`src/design/dhps_pkg.sv`:
```
// Shared types and constants for the double-hash probe start block.
// Holds the hash constants, the sequencer state type and the divider sizing.
// No dependencies.
package dhps_pkg;

   localparam logic [31:0] FNV_BASIS = 32'd2166136261;
   localparam logic [31:0] FNV_PRIME = 32'd16777619;
   localparam logic [31:0] CAP_RESET = 32'd31;

   // Bit-serial remainder unit: one quotient bit per cycle
   localparam int unsigned DIV_STEPS = 32;
   localparam int unsigned CNT_W     = $clog2(DIV_STEPS);

   typedef enum logic [2:0] {
      ST_IDLE,
      ST_FINISH,
      ST_DIV_BASE,
      ST_DIV_STEP,
      ST_DONE
   } dhps_state_type;

endpackage

```
`src/design/double_hash_probe_start.sv`:
```
// Double-hash probe start: FNV-1a and one-at-a-time hashing of a key stream,
// followed by base index and probe stride. Depends on dhps_pkg.
//
// Key bytes come in one item per cycle while the block is idle; an item with
// has_byte set is absorbed in the cycle it is accepted, the last one too. The
// item marked last starts a sequence of one-at-a-time finalization, then two
// passes of one shared bit-serial remainder unit (FNV modulo the capacity,
// then the finalized hash modulo capacity minus one), then a move of the
// result into the output register: req_tready stays low from a last item
// until that move, which waits while a previous result still sits on the
// result side. A remainder by a zero divisor reads as zero. The capacity
// register must only be written while no key is in flight.
module double_hash_probe_start
   import dhps_pkg::*;
(
   input  logic         clock,
   input  logic         reset,
   // Key byte items
   input  logic         req_tvalid,
   output logic         req_tready,
   input  logic [7:0]   req_tdata,   // [7:0] key_byte
   input  logic         req_tuser,   // has_byte
   input  logic         req_tlast,   // last_byte
   // Result items
   output logic         rsp_tvalid,
   input  logic         rsp_tready,
   output logic [127:0] rsp_tdata,   // [31:0] fnv_hash, [63:32] oaat_hash,
                                     // [95:64] home_slot, [127:96] probe_step
   // Capacity register
   input  logic         csr_wr_en,
   input  logic [31:0]  csr_wr_data
);

   dhps_state_type state_ff, state_in;

   logic [31:0] cap_ff;
   logic [31:0] fnv_ff,  fnv_in;
   logic [31:0] oaat_ff, oaat_in;
   logic [31:0] rem_ff,  rem_in;
   logic [31:0] dvd_ff,  dvd_in;
   logic [CNT_W-1:0] cnt_ff, cnt_in;
   logic [31:0] base_ff, base_in;
   logic [31:0] step_ff, step_in;
   logic        out_valid_ff, out_valid_in;
   logic [127:0] out_data_ff, out_data_in;

   logic        accept;
   logic        out_free;
   logic        cnt_last;
   logic [31:0] cap_m1;
   logic [31:0] divisor;
   logic [32:0] rem_sh;
   logic [32:0] rem_diff;
   logic [31:0] rem_next;
   logic [31:0] fnv_mix;
   logic [31:0] fnv_prod;
   logic [31:0] oaat_a, oaat_b, oaat_upd;
   logic [31:0] fin_a, fin_b, fin_c;

   // Control strobes from the sequencer
   logic        absorb_byte;
   logic        load_fin;
   logic        div_run;
   logic        load_out;

   assign accept   = req_tvalid & req_tready;
   assign out_free = ~out_valid_ff | rsp_tready;
   assign cnt_last = (cnt_ff == CNT_W'(DIV_STEPS - 1));
   assign cap_m1   = cap_ff - 32'd1;

   // Byte mixing for both hashes
   assign fnv_mix  = fnv_ff ^ {24'd0, req_tdata};
   assign fnv_prod = fnv_mix * FNV_PRIME;
   assign oaat_a   = oaat_ff + {24'd0, req_tdata};
   assign oaat_b   = oaat_a + (oaat_a << 10);
   assign oaat_upd = oaat_b ^ (oaat_b >> 6);

   // One-at-a-time finalization
   assign fin_a = oaat_ff + (oaat_ff << 3);
   assign fin_b = fin_a ^ (fin_a >> 11);
   assign fin_c = fin_b + (fin_b << 15);

   // Shared restoring remainder step
   assign divisor  = (state_ff == ST_DIV_STEP) ? cap_m1 : cap_ff;
   assign rem_sh   = {rem_ff, dvd_ff[31]};
   assign rem_diff = rem_sh - {1'b0, divisor};
   assign rem_next = rem_diff[32] ? rem_sh[31:0] : rem_diff[31:0];

   // Next state
   always_comb begin
      state_in = state_ff;
      unique case (state_ff)
         ST_IDLE: begin
            if (accept && req_tlast) state_in = ST_FINISH;
         end
         ST_FINISH: begin
            state_in = ST_DIV_BASE;
         end
         ST_DIV_BASE: begin
            if (cnt_last) state_in = ST_DIV_STEP;
         end
         ST_DIV_STEP: begin
            if (cnt_last) state_in = ST_DONE;
         end
         ST_DONE: begin
            if (out_free) state_in = ST_IDLE;
         end
         default: state_in = ST_IDLE;
      endcase
   end

   // Sequencer outputs
   always_comb begin
      req_tready  = 1'b0;
      absorb_byte = 1'b0;
      load_fin    = 1'b0;
      div_run     = 1'b0;
      load_out    = 1'b0;
      unique case (state_ff)
         ST_IDLE: begin
            req_tready  = 1'b1;
            absorb_byte = req_tvalid & req_tuser;
         end
         ST_FINISH:   load_fin = 1'b1;
         ST_DIV_BASE: div_run  = 1'b1;
         ST_DIV_STEP: div_run  = 1'b1;
         ST_DONE:     load_out = out_free;
         default:     req_tready = 1'b0;
      endcase
   end

   // Datapath next values
   always_comb begin
      fnv_in       = fnv_ff;
      oaat_in      = oaat_ff;
      rem_in       = rem_ff;
      dvd_in       = dvd_ff;
      cnt_in       = cnt_ff;
      base_in      = base_ff;
      step_in      = step_ff;
      out_valid_in = out_valid_ff & ~rsp_tready;
      out_data_in  = out_data_ff;

      // absorb a key byte into both accumulators
      if (absorb_byte) begin
         fnv_in  = fnv_prod;
         oaat_in = oaat_upd;
      end

      // finalize and start the base index remainder
      if (load_fin) begin
         oaat_in = fin_c;
         rem_in  = 32'd0;
         dvd_in  = fnv_ff;
         cnt_in  = '0;
      end

      // advance the shared remainder unit
      if (div_run) begin
         rem_in = rem_next;
         dvd_in = {dvd_ff[30:0], 1'b0};
         cnt_in = cnt_ff + CNT_W'(1);
         if (cnt_last) begin
            if (state_ff == ST_DIV_BASE) begin
               base_in = (cap_ff == 32'd0) ? 32'd0 : rem_next;
               rem_in  = 32'd0;
               dvd_in  = oaat_ff;
               cnt_in  = '0;
            end else begin
               step_in = ((cap_m1 == 32'd0) ? 32'd0 : rem_next) + 32'd1;
            end
         end
      end

      // hand off the result and clear the accumulators
      if (load_out) begin
         out_valid_in = 1'b1;
         out_data_in  = {step_ff, base_ff, oaat_ff, fnv_ff};
         fnv_in       = FNV_BASIS;
         oaat_in      = 32'd0;
      end
   end

   // Control registers
   always_ff @(posedge clock) begin
      if (reset) begin
         state_ff     <= ST_IDLE;
         cap_ff       <= CAP_RESET;
         fnv_ff       <= FNV_BASIS;
         oaat_ff      <= 32'd0;
         out_valid_ff <= 1'b0;
      end else begin
         state_ff     <= state_in;
         fnv_ff       <= fnv_in;
         oaat_ff      <= oaat_in;
         out_valid_ff <= out_valid_in;
         if (csr_wr_en) cap_ff <= csr_wr_data;
      end
   end

   // Payload registers
   always_ff @(posedge clock) begin
      rem_ff      <= rem_in;
      dvd_ff      <= dvd_in;
      cnt_ff      <= cnt_in;
      base_ff     <= base_in;
      step_ff     <= step_in;
      out_data_ff <= out_data_in;
   end

   assign rsp_tvalid = out_valid_ff;
   assign rsp_tdata  = out_data_ff;

endmodule
```
`config.mk`:
```
export PLATFORM = sky130hd
export DESIGN_NAME = double_hash_probe_start
export DESIGN_NICKNAME = d
export VERILOG_FILES = /design/src/design/dhps_pkg.sv /design/src/design/double_hash_probe_start.sv
export SDC_FILE = /design/constraint.sdc
export NUM_CORES = 1
export LEC_CHECK = 0
export ABC_AREA = 1
export BUFFER_PORTS_ARGS = -buffer_cell sky130_fd_sc_hd__buf_4
export CORE_MARGIN = 2
export CORE_UTILIZATION = 50
export DETAILED_ROUTE_END_ITERATION = 10
export GPL_TIMING_DRIVEN = 0
export PLACE_DENSITY = 0.74
export SLEW_MARGIN = 20
export SYNTH_ARGS = -nofsm -noshare
export SYNTH_HDL_FRONTEND = slang
export SYNTH_SLANG_ARGS = --single-unit
```
`constraint.sdc`:
```
create_clock -name clock -period 7.9 [get_ports clock]
set_input_delay 0.395 -clock clock [delete_from_list [all_inputs] [get_ports clock]]
set_output_delay 0.395 -clock clock [all_outputs]
set_load 0.005 [all_outputs]
```
**After elaboration in Yosys (flattened, before gate mapping)**

Index checks and enable logic that the tools add are counted.

- $add $sub $neg: 8
- $mul: 1
- Equality and inequality tests: 9
- Mux-type cells: 28
- Bitwise logic cells: 10
- Reductions and logical operators: 11

Operator list:

| cell | count |
|---|---|
| $mux 32 | 13 |
| $add 32x32->32 | 3 |
| $logic_not 32->1 | 2 |
| $sub 33x32->33 | 1 |
| $add 32x1->32 const B | 1 |
| $add 32x8->32 | 1 |
| $mul 32x25->32 const B | 1 |
| $sub 32x1->32 const B | 1 |
| $xor 32x21->32 | 1 |
| $xor 32x26->32 | 1 |
| $xor 32x8->32 | 1 |
| $mux 5 | 4 |
| $pmux 3 s5 | 1 |
| $mux 3 | 4 |
| $ne 2x2->1 const B | 4 |
| $eq 3x2->1 const B | 2 |
| $mux 1 | 6 |
| $reduce_and 3->1 | 2 |
| $add 5x1->5 const B | 1 |
| $eq 5x5->1 const B | 1 |
| $reduce_and 4->1 | 1 |
| $reduce_bool 2->1 | 2 |
| $reduce_or 2->1 | 2 |
| $and 1x1->1 | 3 |
| other kinds (6) | 8 |

- Register bits after elaboration: 361
- Input port bits: 47
- Output and inout port bits: 130
- Word-level logic and storage cells: 78

**Longest topological paths before layout**

Gate-level depths: netlist (run 1).

- Word-level depth: 7
- Gate-level depth with buffers: 34
- Mapped depth without buffers: 33

**Least setup slack after synthesis (run 1)**

Ideal clock, no wire load.

- Path type: register -> register
- Start: register state_ff[0]
- End: register out_data_ff[0], in the netlist rsp_tdata[0] (enable)
- Library setup time: 617 ps
- Data arrival time: 5867 ps
- Data required time: 7283 ps
- Setup slack: 1416 ps
- Stages on the path, launching flop included: 4
- Buffers on the path: 0
- Clock period less this slack: 6484 ps
- Cells stage by stage: dfxtp_1 nor2_1 nand2_1 nor2_1

- Word-level cells in the longest chain between the ends: 2

Ends and longest elaborated chain:

| item | line | RTL |
|---|---|---|
| from (decl) | double_hash_probe_start.sv:34 | `dhps_state_type state_ff, state_in;` |
| from (signal assigned) | double_hash_probe_start.sv:193 | `state_ff <= state_in;` |
| $eq 3x3->1 | double_hash_probe_start.sv:119 | `unique case (state_ff)` |
| $mux 1 | double_hash_probe_start.sv:119 |  |
| net load_out | double_hash_probe_start.sv:64 | `logic load_out;` |
| to (signal assigned) | double_hash_probe_start.sv:208 | `out_data_ff <= out_data_in;` |
| to (decl) | double_hash_probe_start.sv:45 | `logic [127:0] out_data_ff, out_data_in;` |

The timed path passes the listed nets, and every way through them passes these cells.
A chain may end at the register's enable or synchronous reset.

**Worst setup path after layout (run 1)**

- Start: register fnv_ff[5]
- End: register fnv_ff[29]

- Word-level cells in the longest chain between the ends: 2

Ends and longest elaborated chain:

| item | line | RTL |
|---|---|---|
| from (decl) | double_hash_probe_start.sv:37 | `logic [31:0] fnv_ff, fnv_in;` |
| from (signal assigned) | double_hash_probe_start.sv:194 | `fnv_ff <= fnv_in;` |
| $xor 32x8->32 | double_hash_probe_start.sv:72 | `assign fnv_mix = fnv_ff ^ {24'd0, req_tdata};` |
| $mul 32x25->32 | double_hash_probe_start.sv:73 | `assign fnv_prod = fnv_mix * FNV_PRIME;` |

No other way between the ends.

==> summary.txt, run 1 <==
STA
  – Post-layout min period: roughly 6.4 ns
  – RSZ-0062 raised after global routing: false
  – Peak Freq: 0.157 GHz
  – Final hold violation count: 0
  – Setup ws final: 1.53 ns
  – Clock skew: 0.0323 ns
  – Tightest Pin Transition: 1.08 ns
  – Slew HR: 0.279
  – Final setup fails: 0
  – Total Neg Setup Slack: 0 ns
  – Final Max Tran Viols: 0
  – Period utilisation layout: 0.807

Worst setup path
  – Max incr delay on CP: 0.84 ns
  – Capturing point of the worst reg2reg path: fnv_ff[29]
  – Worst Setup End Kind: register
  – Worst setup path end: fnv_ff[29]
  – Required @ worst endpoint: 8.37 ns
  – Crit path launch type: register
  – R2R setup slack: about 1.5 ns
  – Reg2Reg Depth: 26
  – Worst EP arrival: approximately 6.9 ns
  – Crit path max fanout: 6
  – Most Frequent Cell on Critical Path: inv_1
  – FF-to-FF Start: fnv_ff[5]
  – Slowest CP cell: xor2_1
  – Worst setup startpoint: fnv_ff[5]
  – CP Class: reg -> reg

Placement
  – Pre-CTS setup slack: 1.48 ns
  – Placed Instance Area: 31900 sq um
  – Buffers on Ports: 175
  – RePlAce Congestion: 0.982
  – Post-DP HPWL: roughly 73000 um

Yosys
  – Post-synthesis sequential area ratio: 0.335
  – Syn. warnings: 0
  – Post-synth cell types: slightly below 60
  – Synth Flop Type: edfxtp_1
  – EDFF count, synth: about 260
  – Register bit total from synthesis: 361
  – Synthesized cell area: 29400 sq um
  – Synth Instances: 3818
  – Syn Nets: 4240
  – Average size of a mapped cell: just under 8 sq um
  – Async set-reset flop share out of synthesis: 0

Clocking
  – Clock transition at path regs: 0.06 ns
  – Clk sink count: 361
  – Post-cts hold buffer count: 0
  – Clock root buffer master: clkbuf_16
  – TritonCTS clock tree: done
  – Clock latency on the worst-skew pair: 0.57 ns
  – TritonCTS Buffers: 39
  – CTS Buffer Depth: 3
  – # resized after CTS: 0
  – Setup Fix Bufs, Post-CTS: 0
  – H-tree depth: 2

Status
  – Status: complete, no violations

Layout
  – Final instance area: 33100 sq um
  – Layout filler cell count: 5472
  – Nets: 4466
  – Fraction of layout cells with a size suffix above 1: 0.0929
  – Area Growth Syn to Fin: 12.7%
  – ANT cells: 0
  – Final Util: 0.572

Global routing
  – Largest net degree at the start of global routing: 42
  – Vias in the first global route: 24907
  – GRT Util Overall: 0.297
  – First-pass GRT wire length: between 100000 and 150000 um
  – Antenna violations before repair: 1
  – Total gr overflow: 0

Floorplan
  – Core Area: 57900 sq um
  – Io pins: 177
  – Die height: 246 um
  – Die area: 60700 sq um
  – Die width: between 200 and 250 um
  – Initial Util: 0.507
  – Core Rows: 88

Route
  – Via density: 5.45
  – DR pass1 iterations: 8
  – Final wirelength: about 90000 um
  – Mean routed wirelength per cell: 18.6 um
  – Via count: 26344
  – Final ANT Viol Nets: 0
  – DR iter-0 viols: 2415
  – DR DRC count: 0

Job
  – Max-cap violations: 0

Min path
  – Min-Delay Path Class: in -> reg
## stage by stage
| step | hold WS [ns] | cells |
|---|---|---|
| after global routing | 0.0569 | 4835 |
| after CTS | 0.0334 | 4835 |
| after floorplan | 0.400 | 3818 |
| final | 0.0565 | 4835 |
| after global placement | 0.401 | 4758 |
| after detailed placement | 0.405 | 4768 |
## cell type report
type / instances / area, sq um / share of cell area
buffer: 65 / 297 / 0.00895
clock buffer: 49 / 1080 / 0.0325
clock inverter: 18 / 140 / 0.00423
inverter: 701 / 2630 / 0.0795
multi-input combinational: 2691 / 16700 / 0.503
sequential: 361 / 9840 / 0.297
tap: 765 / 957 / 0.0289
timing repair buffer: 185 / 1520 / 0.0460
## flip-flops by register name, summed over array words and instances (netlist names)
| signal | flops |
|---|---|
| cap_ff | 32 |
| state_ff | 3 |
| step_ff | 32 |
| rsp_tvalid | 1 |
| base_ff | 32 |
| fnv_ff | 32 |
| dvd_ff | 32 |
| rsp_tdata | 128 |
| cnt_ff | 5 |
| rem_ff | 32 |
| oaat_ff | 32 |
## per-layer routing
| metal | GRT usage | wire length [um] | vias to the layer above |
|---|---|---|---|
| met5 | 0 | 13 | - |
| met2 | 0.484 | 40600 | 1056 |
| met3 | 0.0367 | 6710 | 190 |
| met1 | 0.405 | 39300 | 12307 |
| li1 | - | - | 12789 |
| met4 | 0.110 | 3440 | 2 |
## layout by cell type (no fill, tap or decap), types with 42 or more instances in the layout
cell type and n:
nand3_1 181, inv_1 690, ha_1 296, nor2_1 326
clkbuf_1 59, buf_4 178, a21oi_1 202, xor2_1 91
fa_1 79, o21ai_0 195, nand2_1 915, xnor2_1 62
dfxtp_1 100, clkbuf_16 42, edfxtp_1 261
## synthesized netlist by cell type, drive strengths merged, types with 21 or more instances
cell type | instances | area share
xnor2 | 62 | 0.018
nand4 | 41 | 0.0087
fa | 79 | 0.054
nand2 | 946 | 0.13
a21oi | 203 | 0.035
xor2 | 91 | 0.027
clkbuf | 53 | 0.0068
ha | 296 | 0.13
nand3 | 196 | 0.036
o21ai | 205 | 0.035
edfxtp | 261 | 0.27
dfxtp | 100 | 0.068
nor3 | 29 | 0.0053
a31oi | 36 | 0.0077
nor2 | 369 | 0.053
or2 | 21 | 0.0045
inv | 696 | 0.089
o21bai | 29 | 0.0074
## critical path: cells and delay by family, from the launching register on
| family | cells | cell delay [ns] |
|---|---|---|
| buffers and inverters | 7 | 0.38 |
| XOR/XNOR | 1 | 0.84 |
| AO/OA/AOI/OAI | 7 | 1.35 |
| adder cells (fa/ha/maj) | 8 | 2.97 |
| flip-flops | 1 | 0.41 |
| AND/OR/NAND/NOR | 3 | 0.31 |
## worst min-delay path by stage
stage                           to  slack, ns      startpoint  depth (start not counted)
CTS                      cap_ff[4]       0.03  csr_wr_data[4]                          3
detailed placement  rsp_tdata[127]       0.40     step_ff[31]                          0
floorplan           rsp_tdata[100]       0.40      step_ff[4]                          0
global placement     rsp_tdata[65]       0.40      base_ff[1]                          0
global route             cap_ff[2]       0.06  csr_wr_data[2]                          3
finish                   cap_ff[4]       0.06  csr_wr_data[4]                          3
## cells by family after synthesis
logic type,share of synthesized area
and+or+nand+nor,0.239
buffers and inverters,0.0995
DFF,0.335
xor gates and xnor gates,0.0456
AOI/OAI and AO/OA,0.101
adders and majority gates,0.180
Power of run 1 is not shown: default switching activity piles up to over one toggle a cycle in this logic, so the estimate is an artifact.
==> run 2: changes to the inputs <==
--- a/config.mk
+++ b/config.mk
@@ -11,7 +11,7 @@
 export CORE_UTILIZATION = 50
 export DETAILED_ROUTE_END_ITERATION = 10
 export GPL_TIMING_DRIVEN = 0
-export PLACE_DENSITY = 0.74
+export PLACE_DENSITY = 0.76
 export SLEW_MARGIN = 20
 export SYNTH_ARGS = -nofsm -noshare
 export SYNTH_HDL_FRONTEND = slang
==> constraint.sdc (replaced) <==
create_clock -name clock -period 5.41 [get_ports clock]
set_input_delay 0.2705 -clock clock [delete_from_list [all_inputs] [get_ports clock]]
set_output_delay 0.2705 -clock clock [all_outputs]
set_load 0.005 [all_outputs]
==> run 2 against run 1 <==
Effect of this change: critical endpoint is now fnv_ff[31]; highest routed layer unchanged; maximum frequency increased by 21%; count of clock-buffer cells in the layout increased by 4; worst hold slack got worse by 0.028 ns; global-route usage increased by 0.46 points.
==> summary.txt, run 2 (synthesized netlist as in run 1, its figures left out) <==
STA
  – Final hold violation count: 0 (unchanged)
  – Post-layout min period: 5.28 ns (-1.10 ns)
  – Slew HR: 0.388 (+0.109)
  – Final setup fails: 0 (unchanged)
  – Final Max Tran Viols: 0 (unchanged)
  – Peak Freq: 0.190 GHz (+21%)
  – Total Neg Setup Slack: 0 ns (unchanged)
  – Tightest Pin Transition: 0.909 ns (-0.169 ns)
  – Clock skew: 0.0268 ns (-0.00550 ns)
  – Period utilisation layout: 0.975 (+0.168)

Worst setup path
  – Worst Path Buf+Inv: 7 (unchanged)
  – Required @ worst endpoint: 5.86 ns (-2.51 ns)
  – Most Frequent Cell on Critical Path: inv_1
  – R2R setup slack: 0.13 ns (-1.39 ns)
  – FF-to-FF Start: fnv_ff[6]
  – CP Class: reg -> reg
  – Crit path launch type: register
  – Slowest CP cell: fa_1
  – Worst EP arrival: 5.72 ns (-1.13 ns)
  – Top Family by Delay on Critical Path: adder cells
  – Worst Setup End Kind: register
  – Max incr delay on CP: 0.53 ns (-0.31 ns)
  – Worst setup startpoint: fnv_ff[6]
  – Crit path max fanout: 5 (-1)

Floorplan
  – Die height: 246 um (unchanged)
  – Io pins: 177 (unchanged)
  – Die area: 60700 sq um (unchanged)
  – Die width: 246 um (unchanged)
  – Initial Util: 0.507 (unchanged)
  – Core Area: 57900 sq um (unchanged)
  – Core Rows: 88 (unchanged)

Global routing
  – Total gr overflow: 0 (unchanged)
  – GRT Util Overall: 0.302 (+0.00456)
  – Largest net degree at the start of global routing: 33 (-21%)
  – First-pass GRT wire length: 141000 um (+1.7%)
  – Antenna violations before repair: 2 (+1)
  – Vias in the first global route: 25311 (+1.6%)

Clocking
  – Clk sink count: 361 (unchanged)
  – CTS Buffer Depth: 3 (unchanged)
  – TritonCTS clock tree: done
  – Clock transition at path regs: 0.06 ns (about the same)
  – Clock latency on the worst-skew pair: 0.59 ns (+0.02 ns)
  – H-tree depth: 2 (unchanged)
  – TritonCTS Buffers: 42 (+7.7%)
  – Clock root buffer master: clkbuf_16

Layout
  – Largest register FFs: 128 (unchanged)
  – ANT cells: 0 (unchanged)
  – Commonest non-fill, non-tap cells in the layout: 904 x nand2_1, 687 x inv_1, 323 x nor2_1, 275 x ha_1, 261 x edfxtp_1
  – Commonest non-fill, non-tap cell in the layout: nand2_1
  – Fraction of layout cells with a size suffix above 1: 0.128 (+0.0350)
  – Nets: 4519 (+1.2%)
  – Area Growth Syn to Fin: 17.2%

Route
  – Via count: 26671 (+1.2%)
  – Mean routed wirelength per cell: 18.9 um (+1.2%)
  – Final wirelength: 92300 um (+2.4%)
  – DR pass1 iterations: 6 (-2)
  – DR DRC count: 0 (unchanged)
  – DR iter-0 viols: 2479 (+2.7%)
  – Via density: 5.45 (about the same)
  – Final ANT Viol Nets: 0 (unchanged)

Placement
  – Post-DP HPWL: 72000 um (-0.75%)
  – Buffers on Ports: 175 (unchanged)
  – RePlAce Congestion: 0.996 (+1.5%)

Min path
  – Min-Delay Path Class: in -> reg
  – Hold Startpoint: csr_wr_data[18]

Job
  – Max-cap violations: 0 (unchanged)

Status
  – Status: complete, no violations
run 2: cell types whose count changed in the layout (fill, tap and decap cells not counted), sizes merged:
cell,change
buf,+33
clkinvlp,-2
dlygate4sd3,+17
clkbuf,+4
inv,+3
bufinv,+4
run 2: per-stage QoR:
stage          hold slack (ns)   util  instance area [sq um]  instances  setup slack [ns]
2_1_floorplan            0.397      -                  29400       3818             0.246
3_3_place_gp             0.403  0.547                  31700       4758            -0.818
3_5_place_dp             0.405  0.551                  31900       4769            -0.817
4_1_cts                0.00565  0.584                  33800       4874            0.0106
5_1_grt                 0.0379  0.595                  34400       4894           -0.0798
6_report                0.0283  0.595                  34400       4894             0.135
run 2: worst reg2reg max path: stages (launching register included):
cell and delay [ns]:
dfxtp_4 0.40, xor2_4 0.27, buf_6 0.15, ha_4 0.19, ha_1 0.27, inv_1 0.09, fa_2 0.41, inv_1 0.08
ha_1 0.13, inv_1 0.05, fa_1 0.53, inv_1 0.04, ha_1 0.26, inv_1 0.05, fa_1 0.54, inv_1 0.06
ha_4 0.32, nand2_1 0.13, nor3_4 0.19, nand4_1 0.17, nand3_2 0.13, a21o_1 0.19, a21oi_4 0.09, o21ai_2 0.19
xnor2_2 0.15, o21ai_1 0.07
run 2: area by class of cell:
cell class,count,area [sq um]
plain buffers,65,299
repair buffers,235,1990
clock inverters,23,278
multi-input cells,2691,17200
flip-flops and latches,361,9910
inverters,701,2630
fillers,5223,23500
well taps,765,957
clock buffers,53,1140
run 2: path summary, 6_finish.rpt:
| path | to | depth (start not counted) |
|---|---|---|
| max | fnv_ff[31] | 25 |
| min | cap_ff[18] | 3 |
| max reg2reg | fnv_ff[31] | 25 |
| min reg2reg | rsp_tdata[85] | 0 |
run 2: routing by layer:
| layer | GRT usage | vias to the layer above | wire length (um) |
|---|---|---|---|
| li1 | - | 12930 | - |
| met4 | 0.117 | 4 | 3820 |
| met2 | 0.486 | 1171 | 41600 |
| met1 | 0.412 | 12331 | 39000 |
| met3 | 0.0413 | 235 | 7880 |
| met5 | 0 | - | 14 |
run 2: repair_timing:
| action | 4_1_cts | 5_1_grt |
|---|---|---|
| endpoints found under the setup margin | 19 | 37 |
| endpoints found under the hold margin | 17 | 0 |
| pin swaps | 10 | 40 |
| hold buffers | 17 | 0 |
| resized for setup | 41 | 120 |
| setup buffers | 12 | 20 |
Power of run 2 is left out for the same reason.
